`src/multi_channel_interval_timer_bank_assert.svh`:
```
// assertion macros for the interval timer bank
`ifndef MULTI_CHANNEL_INTERVAL_TIMER_BANK_ASSERT_SVH
`define MULTI_CHANNEL_INTERVAL_TIMER_BANK_ASSERT_SVH

// checked on every rising edge of clk, off while rst is high
`define MCITB_ASSERT(label, prop, msg) \
  label: assert property (@(posedge clk) disable iff (rst) prop) else $error(msg);

// checked on every rising edge of clk, reset included
`define MCITB_ASSERT_ALWAYS(label, prop, msg) \
  label: assert property (@(posedge clk) prop) else $error(msg);

`endif

```
`src/mcitb_pkg.sv`:
```
// shared constants and types for the interval timer bank
package mcitb_pkg;

  localparam int NUM_TIMERS  = 8;
  localparam int TIME_W      = 32;
  localparam int DIGIT_W     = 4;
  localparam int NUM_DIGITS  = TIME_W / DIGIT_W;
  localparam int DCNT_W      = $clog2(NUM_DIGITS);
  localparam int IDX_W       = 3;
  localparam int MASK_W      = 8;

  localparam logic [TIME_W-1:0] COUNTER_PERIOD_RESET = 32'd1000000000;

  localparam logic [1:0] MODE_TICK  = 2'd0;
  localparam logic [1:0] MODE_SET   = 2'd1;
  localparam logic [1:0] MODE_START = 2'd2;
  localparam logic [1:0] MODE_STOP  = 2'd3;

  typedef enum logic {
    ST_IDLE,
    ST_RUN
  } state_t;

endpackage

```
`src/multi_channel_interval_timer_bank.sv`:
```
// interval timer bank top level with digit-serial tick processing
//
// A set, start or stop item and the first tick after reset need no digit steps: done pulses in the
// next cycle and busy never rises. Every later tick holds busy high while it steps through the
// 4-bit digits of the 32-bit time values, least significant digit first; done pulses in the
// cycle after the last digit, when the next item may already be taken. The elapsed-time
// digit and all timer lanes advance together, each lane with its own 4-bit adder and
// 4-bit compare, and counts, periods, the reference time and the counter period rotate
// through shift registers. Results cannot be held off: done, fired_mask and time_primed
// are valid for exactly one cycle. counter_period may be written only while busy is low.
module multi_channel_interval_timer_bank
  import mcitb_pkg::*;
(
  input  logic                clk,
  input  logic                rst,
  input  logic                start,
  output logic                busy,
  input  logic [1:0]          mode,
  input  logic [IDX_W-1:0]    timer_index,
  input  logic [TIME_W-1:0]   period_us,
  input  logic                repeat_req,
  input  logic                enable_now,
  input  logic [TIME_W-1:0]   counter_reading,
  input  logic                wrapped,
  input  logic                cfg_we,
  input  logic [TIME_W-1:0]   cfg_wdata,
  output logic                done,
  output logic [MASK_W-1:0]   fired_mask,
  output logic                time_primed
);

  state_t state, state_next;

  logic [DCNT_W-1:0] dcnt;
  logic              pending;
  logic              wrap_q;
  logic              c1, c2;

  logic [TIME_W-1:0] rd_sr;
  logic [TIME_W-1:0] prev_sr;
  logic [TIME_W-1:0] cp_sr;

  logic [TIME_W-1:0] cnt_sr [NUM_TIMERS];
  logic [TIME_W-1:0] per_sr [NUM_TIMERS];
  logic              cont   [NUM_TIMERS];
  logic              en     [NUM_TIMERS];
  logic              ca     [NUM_TIMERS];
  logic              cb     [NUM_TIMERS];

  logic               accept;
  logic               run;
  logic               last;

  logic [DIGIT_W-1:0] now_d;
  logic [DIGIT_W-1:0] a_d;
  logic [DIGIT_W:0]   t5;
  logic [DIGIT_W:0]   u5;
  logic [DIGIT_W-1:0] delta_d;

  logic [DIGIT_W-1:0] s_d  [NUM_TIMERS];
  logic               ca_n [NUM_TIMERS];
  logic               cb_n [NUM_TIMERS];
  logic               fire [NUM_TIMERS];
  logic [MASK_W-1:0]  mask_c;

  assign accept = start && !busy;

  // next state
  always_comb begin
    state_next = state;
    case (state)
      ST_IDLE: begin
        if (accept && mode == MODE_TICK && !pending) begin
          state_next = ST_RUN;
        end
      end
      ST_RUN: begin
        if (dcnt == DCNT_W'(NUM_DIGITS - 1)) begin
          state_next = ST_IDLE;
        end
      end
      default: state_next = ST_IDLE;
    endcase
  end

  // state outputs
  always_comb begin
    busy = 1'b0;
    run  = 1'b0;
    case (state)
      ST_IDLE: begin
        busy = 1'b0;
        run  = 1'b0;
      end
      ST_RUN: begin
        busy = 1'b1;
        run  = 1'b1;
      end
      default: begin
        busy = 1'b0;
        run  = 1'b0;
      end
    endcase
  end

  assign last = run && (dcnt == DCNT_W'(NUM_DIGITS - 1));

  // elapsed-time digit: now - prev, or period - prev + now after a wrap
  always_comb begin
    now_d   = ~rd_sr[DIGIT_W-1:0];
    a_d     = wrap_q ? cp_sr[DIGIT_W-1:0] : now_d;
    t5      = {1'b0, a_d} + {1'b0, ~prev_sr[DIGIT_W-1:0]} + {{DIGIT_W{1'b0}}, c1};
    u5      = {1'b0, t5[DIGIT_W-1:0]} + {1'b0, now_d} + {{DIGIT_W{1'b0}}, c2};
    delta_d = wrap_q ? u5[DIGIT_W-1:0] : t5[DIGIT_W-1:0];
  end

  // one lane per timer: add the delta digit, then compare against the period digit
  always_comb begin
    logic [DIGIT_W:0] sum5;
    logic [DIGIT_W:0] dif5;
    mask_c = '0;
    for (int t = 0; t < NUM_TIMERS; t++) begin
      sum5    = {1'b0, cnt_sr[t][DIGIT_W-1:0]} + {1'b0, delta_d}
              + {{DIGIT_W{1'b0}}, ca[t]};
      s_d[t]  = sum5[DIGIT_W-1:0];
      ca_n[t] = sum5[DIGIT_W];
      dif5    = {1'b0, sum5[DIGIT_W-1:0]} + {1'b0, ~per_sr[t][DIGIT_W-1:0]}
              + {{DIGIT_W{1'b0}}, cb[t]};
      cb_n[t] = dif5[DIGIT_W];
      // a carry out counts as reaching the period, as a saturated count would
      fire[t] = en[t] && (ca_n[t] || cb_n[t]);
    end
    for (int b = 0; b < MASK_W; b++) begin
      if (b < NUM_TIMERS) begin
        mask_c[b] = fire[b];
      end
    end
  end

  always_ff @(posedge clk) begin
    if (rst) begin
      state       <= ST_IDLE;
      dcnt        <= '0;
      pending     <= 1'b1;
      done        <= 1'b0;
      fired_mask  <= '0;
      time_primed <= 1'b0;
      prev_sr     <= '0;
      cp_sr       <= COUNTER_PERIOD_RESET;
      for (int t = 0; t < NUM_TIMERS; t++) begin
        cnt_sr[t] <= '0;
        per_sr[t] <= '0;
        cont[t]   <= 1'b0;
        en[t]     <= 1'b0;
      end
    end else begin
      state <= state_next;
      done  <= 1'b0;

      if (accept) begin
        case (mode)
          MODE_TICK: begin
            if (pending) begin
              prev_sr     <= ~counter_reading;
              pending     <= 1'b0;
              done        <= 1'b1;
              fired_mask  <= '0;
              time_primed <= 1'b1;
            end else begin
              rd_sr  <= counter_reading;
              wrap_q <= wrapped;
              c1     <= 1'b1;
              c2     <= 1'b0;
              dcnt   <= '0;
              for (int t = 0; t < NUM_TIMERS; t++) begin
                ca[t] <= 1'b0;
                cb[t] <= 1'b1;
              end
            end
          end
          MODE_SET, MODE_START, MODE_STOP: begin
            if (int'(timer_index) < NUM_TIMERS) begin
              cnt_sr[timer_index] <= '0;
              if (mode == MODE_SET) begin
                per_sr[timer_index] <= period_us;
                cont[timer_index]   <= repeat_req;
                en[timer_index]     <= enable_now;
              end else begin
                en[timer_index] <= (mode == MODE_START);
              end
            end
            done        <= 1'b1;
            fired_mask  <= '0;
            time_primed <= 1'b0;
          end
          default: begin
            done <= 1'b1;
          end
        endcase
      end

      if (run) begin
        dcnt    <= dcnt + 1'b1;
        c1      <= t5[DIGIT_W];
        c2      <= u5[DIGIT_W];
        rd_sr   <= rd_sr >> DIGIT_W;
        prev_sr <= {now_d, prev_sr[TIME_W-1:DIGIT_W]};
        cp_sr   <= {cp_sr[DIGIT_W-1:0], cp_sr[TIME_W-1:DIGIT_W]};
        for (int t = 0; t < NUM_TIMERS; t++) begin
          ca[t]     <= ca_n[t];
          cb[t]     <= cb_n[t];
          per_sr[t] <= {per_sr[t][DIGIT_W-1:0], per_sr[t][TIME_W-1:DIGIT_W]};
          if (en[t]) begin
            cnt_sr[t] <= {s_d[t], cnt_sr[t][TIME_W-1:DIGIT_W]};
          end else begin
            cnt_sr[t] <= {cnt_sr[t][DIGIT_W-1:0], cnt_sr[t][TIME_W-1:DIGIT_W]};
          end
          if (last && fire[t]) begin
            cnt_sr[t] <= '0;
            if (!cont[t]) begin
              en[t] <= 1'b0;
            end
          end
        end
        if (last) begin
          done        <= 1'b1;
          fired_mask  <= mask_c;
          time_primed <= 1'b0;
        end
      end

      if (cfg_we) begin
        cp_sr <= cfg_wdata;
      end
    end
  end

`include "multi_channel_interval_timer_bank_assert.svh"

  // a result only follows an accepted item or the last digit of a tick
  `MCITB_ASSERT(a_done_source, done |-> $past(accept || last), "result without a cause")
  // the block is never busy while a result is shown
  `MCITB_ASSERT(a_done_idle, done |-> !busy, "result shown while busy")
  // a priming result carries no fired timers
  `MCITB_ASSERT(a_primed_mask, (done && time_primed) |-> (fired_mask == '0),
                "priming result with fired timers")
  // the digit counter starts every tick at zero
  `MCITB_ASSERT_ALWAYS(a_run_start, (!rst && $rose(run)) |-> (dcnt == '0),
                       "tick started at a nonzero digit")

endmodule

```
`config.mk`:
```
export PLATFORM = sky130hd
export DESIGN_NAME = multi_channel_interval_timer_bank
export DESIGN_NICKNAME = d
export VERILOG_FILES = /design/src/mcitb_pkg.sv /design/src/multi_channel_interval_timer_bank.sv
export VERILOG_INCLUDE_DIRS = /design/src /design/src/src
export SDC_FILE = /design/constraint.sdc
export NUM_CORES = 1
export LEC_CHECK = 0
export BUFFER_PORTS_ARGS = -buffer_cell sky130_fd_sc_hd__clkbuf_2
export CORE_MARGIN = 2
export CORE_UTILIZATION = 35
export DETAILED_ROUTE_END_ITERATION = 7
export PLACE_DENSITY = 0.47
export SLEW_MARGIN = 0
export SYNTH_ARGS = -nofsm -noshare
export SYNTH_HDL_FRONTEND = slang
export SYNTH_SLANG_ARGS = --single-unit
```
`constraint.sdc`:
```
create_clock -name clk -period 14.6 [get_ports clk]
set_clock_uncertainty 0.15 [all_clocks]
set_input_delay 0 -clock clk [delete_from_list [all_inputs] [get_ports clk]]
set_output_delay 0 -clock clk [all_outputs]
set_load 0.03 [all_outputs]
```
## Word level (Yosys, flattened, before mapping)

Memory sizes are Yosys's and may differ from the RTL's.
Index checks and enable logic that the tools add are counted.
Widths: inputs -> output; s select.

- $add $sub $neg: 37
- Mux-type cells: 272
- Shift-type cells: 0
- Reductions and logical operators: 45
- Bitwise gates (word level): 71
- $mul: 0
- Magnitude comparators: 0
- Div/mod/pow operators: 0
- Equality and inequality tests: 5

Operators by type and width:

| operator | count |
|---|---|
| $mux 32 | 43 |
| $mux 1 | 209 |
| $add 4x4->5 | 18 |
| $add 5x1->5 | 18 |
| $reduce_or 32->1 | 2 |
| $or 1x1->1 | 57 |
| $not 4->4 | 10 |
| $mux 8 | 4 |
| $not 32->32 | 1 |
| $mux 28 | 1 |
| $mux 3 | 8 |
| $logic_and 1x1->1 | 20 |
| $pmux 8 s2 | 1 |
| $logic_or 1x1->1 | 8 |
| $mux 4 | 2 |
| $pmux 1 s2 | 4 |
| $reduce_and 4->1 | 2 |
| $reduce_bool 2->1 | 4 |
| $reduce_and 3->1 | 2 |
| $eq 2x2->1 const B | 2 |
| $add 3x1->3 const B | 1 |
| $eq 3x3->1 const B | 1 |
| $not 1->1 | 3 |
| $reduce_or 3->1 | 1 |
| other kinds (6) | 8 |

- Memory bits (read-only): 0
- Memory bits (writable): 544
- Memories: 6
- Input port bits: 108
- Bits in latches: 0
- Word-level logic and storage cells: 449
- Output and inout bits: 11
- Bits in registers: 114

Memories:

| memory | depth | width | rd ports | clocked after memory_dff | write ports | line | text |
|---|---|---|---|---|---|---|---|
| cnt_sr | 8 | 32 | 8 | 0 | 8 | multi_channel_interval_timer_bank.sv:43 | `logic [TIME_W-1:0] cnt_sr [NUM_TIMERS];` |
| per_sr | 8 | 32 | 8 | 0 | 8 | multi_channel_interval_timer_bank.sv:44 | `logic [TIME_W-1:0] per_sr [NUM_TIMERS];` |
| ca | 8 | 1 | 8 | 0 | 8 | multi_channel_interval_timer_bank.sv:47 | `logic ca [NUM_TIMERS];` |
| cb | 8 | 1 | 8 | 0 | 8 | multi_channel_interval_timer_bank.sv:48 | `logic cb [NUM_TIMERS];` |
| cont | 8 | 1 | 8 | 0 | 8 | multi_channel_interval_timer_bank.sv:45 | `logic cont [NUM_TIMERS];` |
| en | 8 | 1 | 8 | 0 | 8 | multi_channel_interval_timer_bank.sv:46 | `logic en [NUM_TIMERS];` |

## Depth between registers and ports, before layout

Gate-level depths: netlist of run 1.

- Depth in word-level cells: 20
- Depth in mapped cells: 19
- Mapped depth without buffers: 18

## Least setup slack after synthesis of run 1

Ideal clock, no wire load.

- Path type: register to register
- From: register wrap_q
- To: memory en[6] (enable)
- Clock period less this slack: 5.670 ns
- Cell stages (with the launch flop): 18
- Slack: 8.930 ns
- Library setup time: 0.270 ns
- Data required time: 14.180 ns
- Arrival: 5.250 ns
- Buffers on the path: 2
- Cells stage by stage: edfxtp_1 -> clkbuf_1 -> mux2i_1 -> fa_1 -> fa_1 -> inv_1 -> fa_1 -> mux2i_1 -> ha_1 -> nand3b_1 -> nand2_1 -> xor2_1 -> ha_1 -> nand3_1 -> nor2_1 -> o41ai_1 -> clkbuf_1 -> o221ai_1

RTL lines:

| what | line | text |
|---|---|---|
| start, declared | multi_channel_interval_timer_bank.sv:36 | `logic wrap_q;` |
| start signal, assigned | multi_channel_interval_timer_bank.sv:171 | `wrap_q <= wrapped;` |
| end, declared | multi_channel_interval_timer_bank.sv:46 |  |

==> impl_results.md, run 1 <==
- Outcome: complete, no violations
- Setup Fix Bufs, Post-CTS: 0
- Final net count: about 2,800
- Mux cell area share after synthesis: 0.0338
- Filler cells: between 7,000 and 8,000
- Hold slack: 0.0301 ns
- Int Power: between 3 and 4 mW
- Final period util: 0.398
- Synth Area in Simple Gates: 0.0778
- Synth Area in XOR/XNOR: 0.00618
- GPL Wtd Cong: between 0.7 and 0.8
- Met1 WL: between 30,000 and 40,000 um
- Antenna violations before repair: 4
- Post-synthesis register bit count: approximately 660
- FFs w/ async S/R, synth: 0
- Max frequency: between 150 and 200 MHz
- Leading cell type in the layout, fill and taps excluded: dfxtp_1
- Starting Density: 0.353
- # port buffers: 118
- Synthesized Nets: 2,606
- Remaining antenna violation count: 0
- Final Setup Violations: 0
- Commonest non-fill, non-tap cells in the layout: dfxtp_1, edfxtp_1, a22o_1, nand2_1, a32o_1
- Post-Route WL: ~74,000 um
- Combinational share of power: 0.079
- Die height: 289 um
- Area Growth Syn to Fin: 18.3%
- Tmin final: 5.82 ns
- CP Max Fanout: 17
- Slew Limit Fails: 0
- Fin. Hold Viols: 0
- Flop pwr share: 0.483
- Core box area: 0.0803 mm2
- Worst-margin pin slew: roughly 1.3 ns
- EDFF count, synth: between 300 and 400
- Syn_area_per_cell: ~12 um2
- Die width: about 290 um
- Synth Area in Compound Gates: 0.211
- Slowest cell delay on critical path: roughly 0.8 ns
- CTS tree: yes
- Max Used Layer: met5
- IO Pins: around 120
- Hold Crit Class: in2reg
- # rows: between 100 and 150
- Clk buf depth: 3
- Setup crit end kind: flop
- Tot GR Track Use: 0.176
- Initial DRC Count: around 1,600
- CTS HTree Levels: 3
- Drt wl/cell: between 20 and 25 um
- Clk_lat worst skew: ~0.61 ns
- Synth Instances: about 2,400
- Cts bufs inserted: 75
- Residual DRC: 0
- Total gr overflow: 0
- CP dominant cell by count: fa_1
- Largest family of logic cells by synthesized area: compound AO/OA/AOI/OAI gates
- Cell Chain, Critical Path: mux2i_1 -> fa_1 -> fa_1 -> mux2i_2 -> fa_1 -> inv_1 -> fa_1 -> xor2_1 -> ha_1 -> a21o_1 -> a2bb2oi_2 -> buf_4 -> a41oi_1 -> a221oi_1
- Met3 WL: 3250 um
- Via count: about 20,000
- First-pass GRT wire length: ~110,000 um
- WL met2: between 30,000 and 40,000 um
- Sequential share of the synthesized area: 0.579
- RSZ-0062 raised after global routing: false
- P_leak: around 12 nW
- CP arrival: slightly above 6 ns
- Setup Crit Path Kind: reg2reg
- DPL Wire Length: around 46,000 um
- First-pass detailed-route iteration total: 7
- Cell Pwr Density: 124 mW/mm2
- Main flop type after synthesis: dfxtp_1
- Data required time of the worst path: 14.96 ns
- CP startpoint kind: flop
- Vias/cell: roughly 5.4
- Sw Ratio: 0.237
- Peak supply drop: about 0.077 mV
- Root Driver: clkbuf_16
- Clock sink count: 658
- NetSw: slightly below 1 mW
- Share of cells above drive strength 1: 0.136
- Yosys warnings: 0
- Max Cap Viol: 0
- Post-synthesis adder-cell area fraction: 0.0424
- Mapped Area: 0.0283 mm2
- Setup_tns: 0 ns
- Post-layout util: 0.417
- Vias in the first global route: between 15,000 and 20,000
- Synth unique cells: 67
- Clock share of power: 0.438
- Die ar.: ~0.083 mm2
- Slowest cell on crit path: mux2i_2
- Relative slew slack: 0.138
- Pin count of the biggest net entering global routing: between 200 and 250
- Clk slew on worst S/H paths: approximately 0.060 ns
==> per-stage QoR <==
step	setup WS, ns	power, mW	std cells	instance area (um2)
finish	8.78	4.16	3680	33500
global route	8.40	4.33	3678	33500
CTS	8.72	4.22	3678	33500
detailed placement	8.76	2.35	3403	29700
global placement	8.91	2.34	3403	29700
floorplan	8.93	2.24	2414	28300
==> power groups by stage <==
stage / Sequential (mW) / Combinational (mW) / Clock [mW]
2_1_floorplan: 2.04 / 0.202 / 0
3_3_place_gp: 2.05 / 0.290 / 0
3_5_place_dp: 2.05 / 0.298 / 0
4_1_cts: 2.01 / 0.330 / 1.88
5_1_grt: 2.02 / 0.363 / 1.95
6_report: 2.01 / 0.328 / 1.82
==> cells by family (layout without fill, tap and decap cells) <==
logic type      count (synthesis)  in the layout
buf+inv                       329            533
simple gates                  463            463
other cells                     0              2
xor+xnor                       20             20
flops                         658            658
fa+ha+maj                      84             84
compound gates                770            770
mux                            90             90
==> metal layers <==
layer / vias up / global-route usage
li1: 9474 / -
met1: 10100 / 0.244
met2: 371 / 0.278
met3: 108 / 0.0337
met4: 4 / 0.0517
met5: - / 0
==> timing repair <==
item                                    4_1_cts  5_1_grt
endpoints found under the setup margin        0        0
endpoints found under the hold margin       391        0
hold buffers                                141        0
gates resized for setup                       0        0
==> worst max-delay path, delay by kind of cell, from the launching register on <==
kind / cells / cell delay [ns]
DFF: 1 / 0.59
buffers and inverters: 2 / 0.43
AOI/OAI and AO/OA: 4 / 1.27
xor gates and xnor gates: 1 / 0.24
adders and majority gates: 5 / 1.97
muxes: 2 / 1.06
==> state kept, by name (all words and copies together), names as in the netlist, 3 cells and up <==
name        flops
ca              8
cb              8
cnt_sr        256
cont            8
cp_sr          32
dcnt            3
en              8
fired_mask      8
per_sr        256
prev_sr        32
rd_sr          32
==> final timing paths <==
path,from,endpoint,slack (ns),depth (start not counted)
worst max-delay path,wrap_q,cnt_sr[5][31],8.78,14
worst min-delay path,cfg_wdata[21],cp_sr[21],0.03,4
worst max register to register,wrap_q,cnt_sr[5][31],8.78,14
worst min register to register,prev_sr[29],prev_sr[29],0.31,2
==> Yosys cell counts, drive strengths merged, types with 15 or more instances <==
library cell	count	area [um2]
or3	35	219
ha	64	801
nand2	192	721
clkbuf	169	637
a22oi	58	435
xor2	15	131
a21oi	141	706
buf	62	407
nand3	15	75.1
mux2i	45	450
dfxtp	336	6730
a22o	250	2190
inv	97	364
edfxtp	322	9670
o31ai	19	143
nand4	30	188
and2	39	244
a32o	145	1450
nor2	93	357
mux2	45	507
o21ai	75	375
fa	20	400
==> cell type report <==
cell class / instances / area [um2] / area share
flip-flops and latches: 658 / 16400 / 0.489
inverters: 98 / 368 / 0.0110
multi-input cells: 1427 / 10700 / 0.320
diodes: 2 / 5.00 / 0.000149
clock buffers: 108 / 2160 / 0.0643
repair buffers: 301 / 2330 / 0.0696
clock inverters: 26 / 215 / 0.00642
well taps: 1060 / 1330 / 0.0396
Note: power is estimated with default switching activity, not from simulation.
==> inputs of run 2 (changes only) <==
--- a/config.mk
+++ b/config.mk
@@ -10,7 +10,7 @@
 export CORE_MARGIN = 2
 export CORE_UTILIZATION = 35
 export DETAILED_ROUTE_END_ITERATION = 7
-export PLACE_DENSITY = 0.47
+export PLACE_DENSITY = 0.49
 export SLEW_MARGIN = 0
 export SYNTH_ARGS = -nofsm -noshare
 export SYNTH_HDL_FRONTEND = slang
==> constraint.sdc (replaced) <==
create_clock -name clk -period 4.87 [get_ports clk]
set_clock_uncertainty 0.15 [all_clocks]
set_input_delay 0 -clock clk [delete_from_list [all_inputs] [get_ports clk]]
set_output_delay 0 -clock clk [all_outputs]
set_load 0.03 [all_outputs]
==> run 2 against run 1 <==
Effect of this change: sequential cell count unchanged; largest power group unchanged; combinational power increased to 3.5 times the previous value; largest cell class unchanged; register-to-register slack got worse by 8.7 ns; routed wire length increased by 1.3%; first-iteration DRC count decreased by 10%; final cell count increased by 1.5%; count of clock-buffer cells in the layout decreased by 10; sequential share of layout area decreased by 1.2 points; die area unchanged; non-clock buffer count increased by 63; critical endpoint is now cnt_sr[0][22]; critical path depth increased by 5.
==> impl_results.md, run 2 (same netlist as run 1, synthesis figures left out) <==
- Final Setup Violations: 0 (unchanged)
- Initial DRC Count: 1,428 (-10%)
- RSZ-0062 raised after global routing: true
- Commonest non-fill, non-tap cells in the layout: dfxtp_1, edfxtp_1, a22o_1, nand2_1, a32o_1
- Cell Pwr Density: 365 mW/mm2 (+190%)
- Clock sink count: 658 (unchanged)
- CTS tree: yes
- Filler cells: 7,461 (-0.64%)
- IO Pins: 119 (unchanged)
- Setup Crit Path Kind: reg2reg
- Relative slew slack: 0.267 (+0.129)
- Die ar.: 0.0832 mm2 (unchanged)
- First-pass detailed-route iteration total: 5 (-2)
- Data required time of the worst path: 5.20 ns (-9.76 ns)
- Pwr Total: 12.6 mW (+200%)
- Peak supply drop: 0.292 mV (+280%)
- CP startpoint kind: flop
- Tot GR Track Use: 0.175 (-0.000350)
- Crit path launch: wrap_q
- Worst R2R Start: wrap_q
- Hold Crit Class: in2reg
- Residual DRC: 0 (unchanged)
- P_leak: 12.8 nW (+3.2%)
- Starting Density: 0.353 (unchanged)
- Die height: 289 um (unchanged)
- Total gr overflow: 0 (unchanged)
- Slew Limit Fails: 0 (unchanged)
- Hold slack: 0.0245 ns (-0.00561 ns)
- Area Growth Syn to Fin: 21.4%
- Clk buf depth: 3 (unchanged)
- Outcome: complete, no violations
- Final instance area: 0.0344 mm2 (+2.6%)
- Fin. Hold Viols: 0 (unchanged)
- Tmin final: 4.76 ns (-1.06 ns)
- Leading cell type in the layout, fill and taps excluded: dfxtp_1
- First-pass GRT wire length: 115,000 um (+0.72%)
- CP Max Fanout: 15 (-2)
- # rows: 104 (unchanged)
- # port buffers: 118 (unchanged)
- CP arrival: 5.10 ns (-1.08 ns)
- Pin count of the biggest net entering global routing: 90 (-64%)
- Final period util: 0.978 (+0.579)
- Antenna cells: 0 (-2)
- Setup crit end kind: flop
- Antenna violations before repair: 2 (-2)
- Max Cap Viol: 0 (unchanged)
- Clk_lat worst skew: 0.62 ns (about the same)
- Clk slew on worst S/H paths: 0.06 ns (about the same)
- Cts bufs inserted: 74 (-1.3%)
- GPL Wtd Cong: 0.824 (+4.8%)
- DP Area: 0.0303 mm2 (+2.0%)
- Largest regs: cnt_sr (256), per_sr (256)
- Drt wl/cell: 20.1 um (-0.18%)
- Die width: 289 um (unchanged)
- Via count: 20,400 (+1.8%)
- Core box area: 0.0803 mm2 (unchanged)
- Vias/cell: 5.46 (+0.27%)
- Final net count: 2,815 (+2.3%)
- Worst-margin pin slew: 1.10 ns (-0.193 ns)
- Vias in the first global route: 20,100 (+2.4%)
- Root Driver: clkbuf_16
- Max frequency: 210 MHz (+22%)
- Share of cells above drive strength 1: 0.175 (+0.0382)
- Post-Route WL: 75,100 um (+1.3%)
- CTS HTree Levels: 3 (unchanged)
- Remaining antenna violation count: 0 (unchanged)
- DPL Wire Length: 46,700 um (+1.2%)
- Min-delay src: cfg_wdata[5]
==> run 2: cell count changes in the layout (fill, tap and decap cells not counted), sizes merged <==
cell and change:
clkbuf -6, clkinvlp +1, inv -2, dlygate4sd3 -11, clkinv +5, buf +70, diode -2
==> run 2: routing by layer <==
| layer | up-vias | GRT usage | wire length, um |
|---|---|---|---|
| met3 | 122 | 0.0269 | 3130 |
| li1 | 9600 | - | - |
| met5 | - | 0 | 23 |
| met1 | 10200 | 0.250 | 35300 |
| met4 | 4 | 0.0552 | 2040 |
| met2 | 438 | 0.275 | 34600 |
==> run 2: power breakdown <==
part / leakage (nW) / internal, mW / switching (mW)
Combinational: 5.70 / 0.475 / 0.680
Sequential: 5.98 / 5.96 / 0.0722
Clock: 1.13 / 3.08 / 2.28
Total: 12.8 / 9.52 / 3.03
==> run 2: cell type report <==
type                       instances  area (um2)  area share
sequential                       658       16400       0.477
multi-input combinational       1427       11000       0.321
timing repair buffer             364        2980      0.0866
clock buffer                      98        2060      0.0598
tap                             1060        1330      0.0386
inverter                          98         368      0.0107
clock inverter                    30         240     0.00698
==> run 2: final timing paths <==
check	endpoint	slack [ns]	depth (start not counted)
setup / recovery	cnt_sr[0][22]	0.11	19
hold / removal	cp_sr[5]	0.02	4
setup reg to reg	cnt_sr[0][22]	0.11	19
hold reg to reg	cnt_sr[2][22]	0.30	1
==> run 2: worst max-delay path: stages (launching register included) <==
cell and delay, ns:
edfxtp_1 0.42, mux2i_1 0.16, fa_2 0.36, inv_2 0.06
fa_2 0.47, fa_2 0.39, xnor2_1 0.13, mux2_4 0.36
buf_12 0.17, ha_4 0.24, a21oi_4 0.15, o21ai_2 0.09
xor2_1 0.17, ha_1 0.31, nand3_2 0.07, o22ai_2 0.16
o211ai_1 0.12, buf_4 0.20, buf_6 0.17, a32o_1 0.26
==> run 2: metrics by stage <==
step | setup TNS [ns] | util | instances | setup WS [ns]
5_1_grt | -1.96 | 0.428 | 3735 | -0.0820
2_1_floorplan | 0 | - | 2414 | 0.0121
3_3_place_gp | 0 | 0.378 | 3461 | 0.0104
4_1_cts | -0.00215 | 0.423 | 3719 | -0.00215
3_5_place_dp | -7.10 | 0.378 | 3461 | -0.125
6_report | 0 | 0.428 | 3735 | 0.108
==> run 2: repair_timing <==
| item | CTS | global route |
|---|---|---|
| hold endpoints to repair | 393 | 0 |
| pin swaps | 2 | 13 |
| setup endpoints to repair | 222 | 270 |
| resized for setup | 6 | 57 |
| hold buffers | 130 | 0 |
| setup buffers | 0 | 11 |
| gates cloned | 0 | 5 |
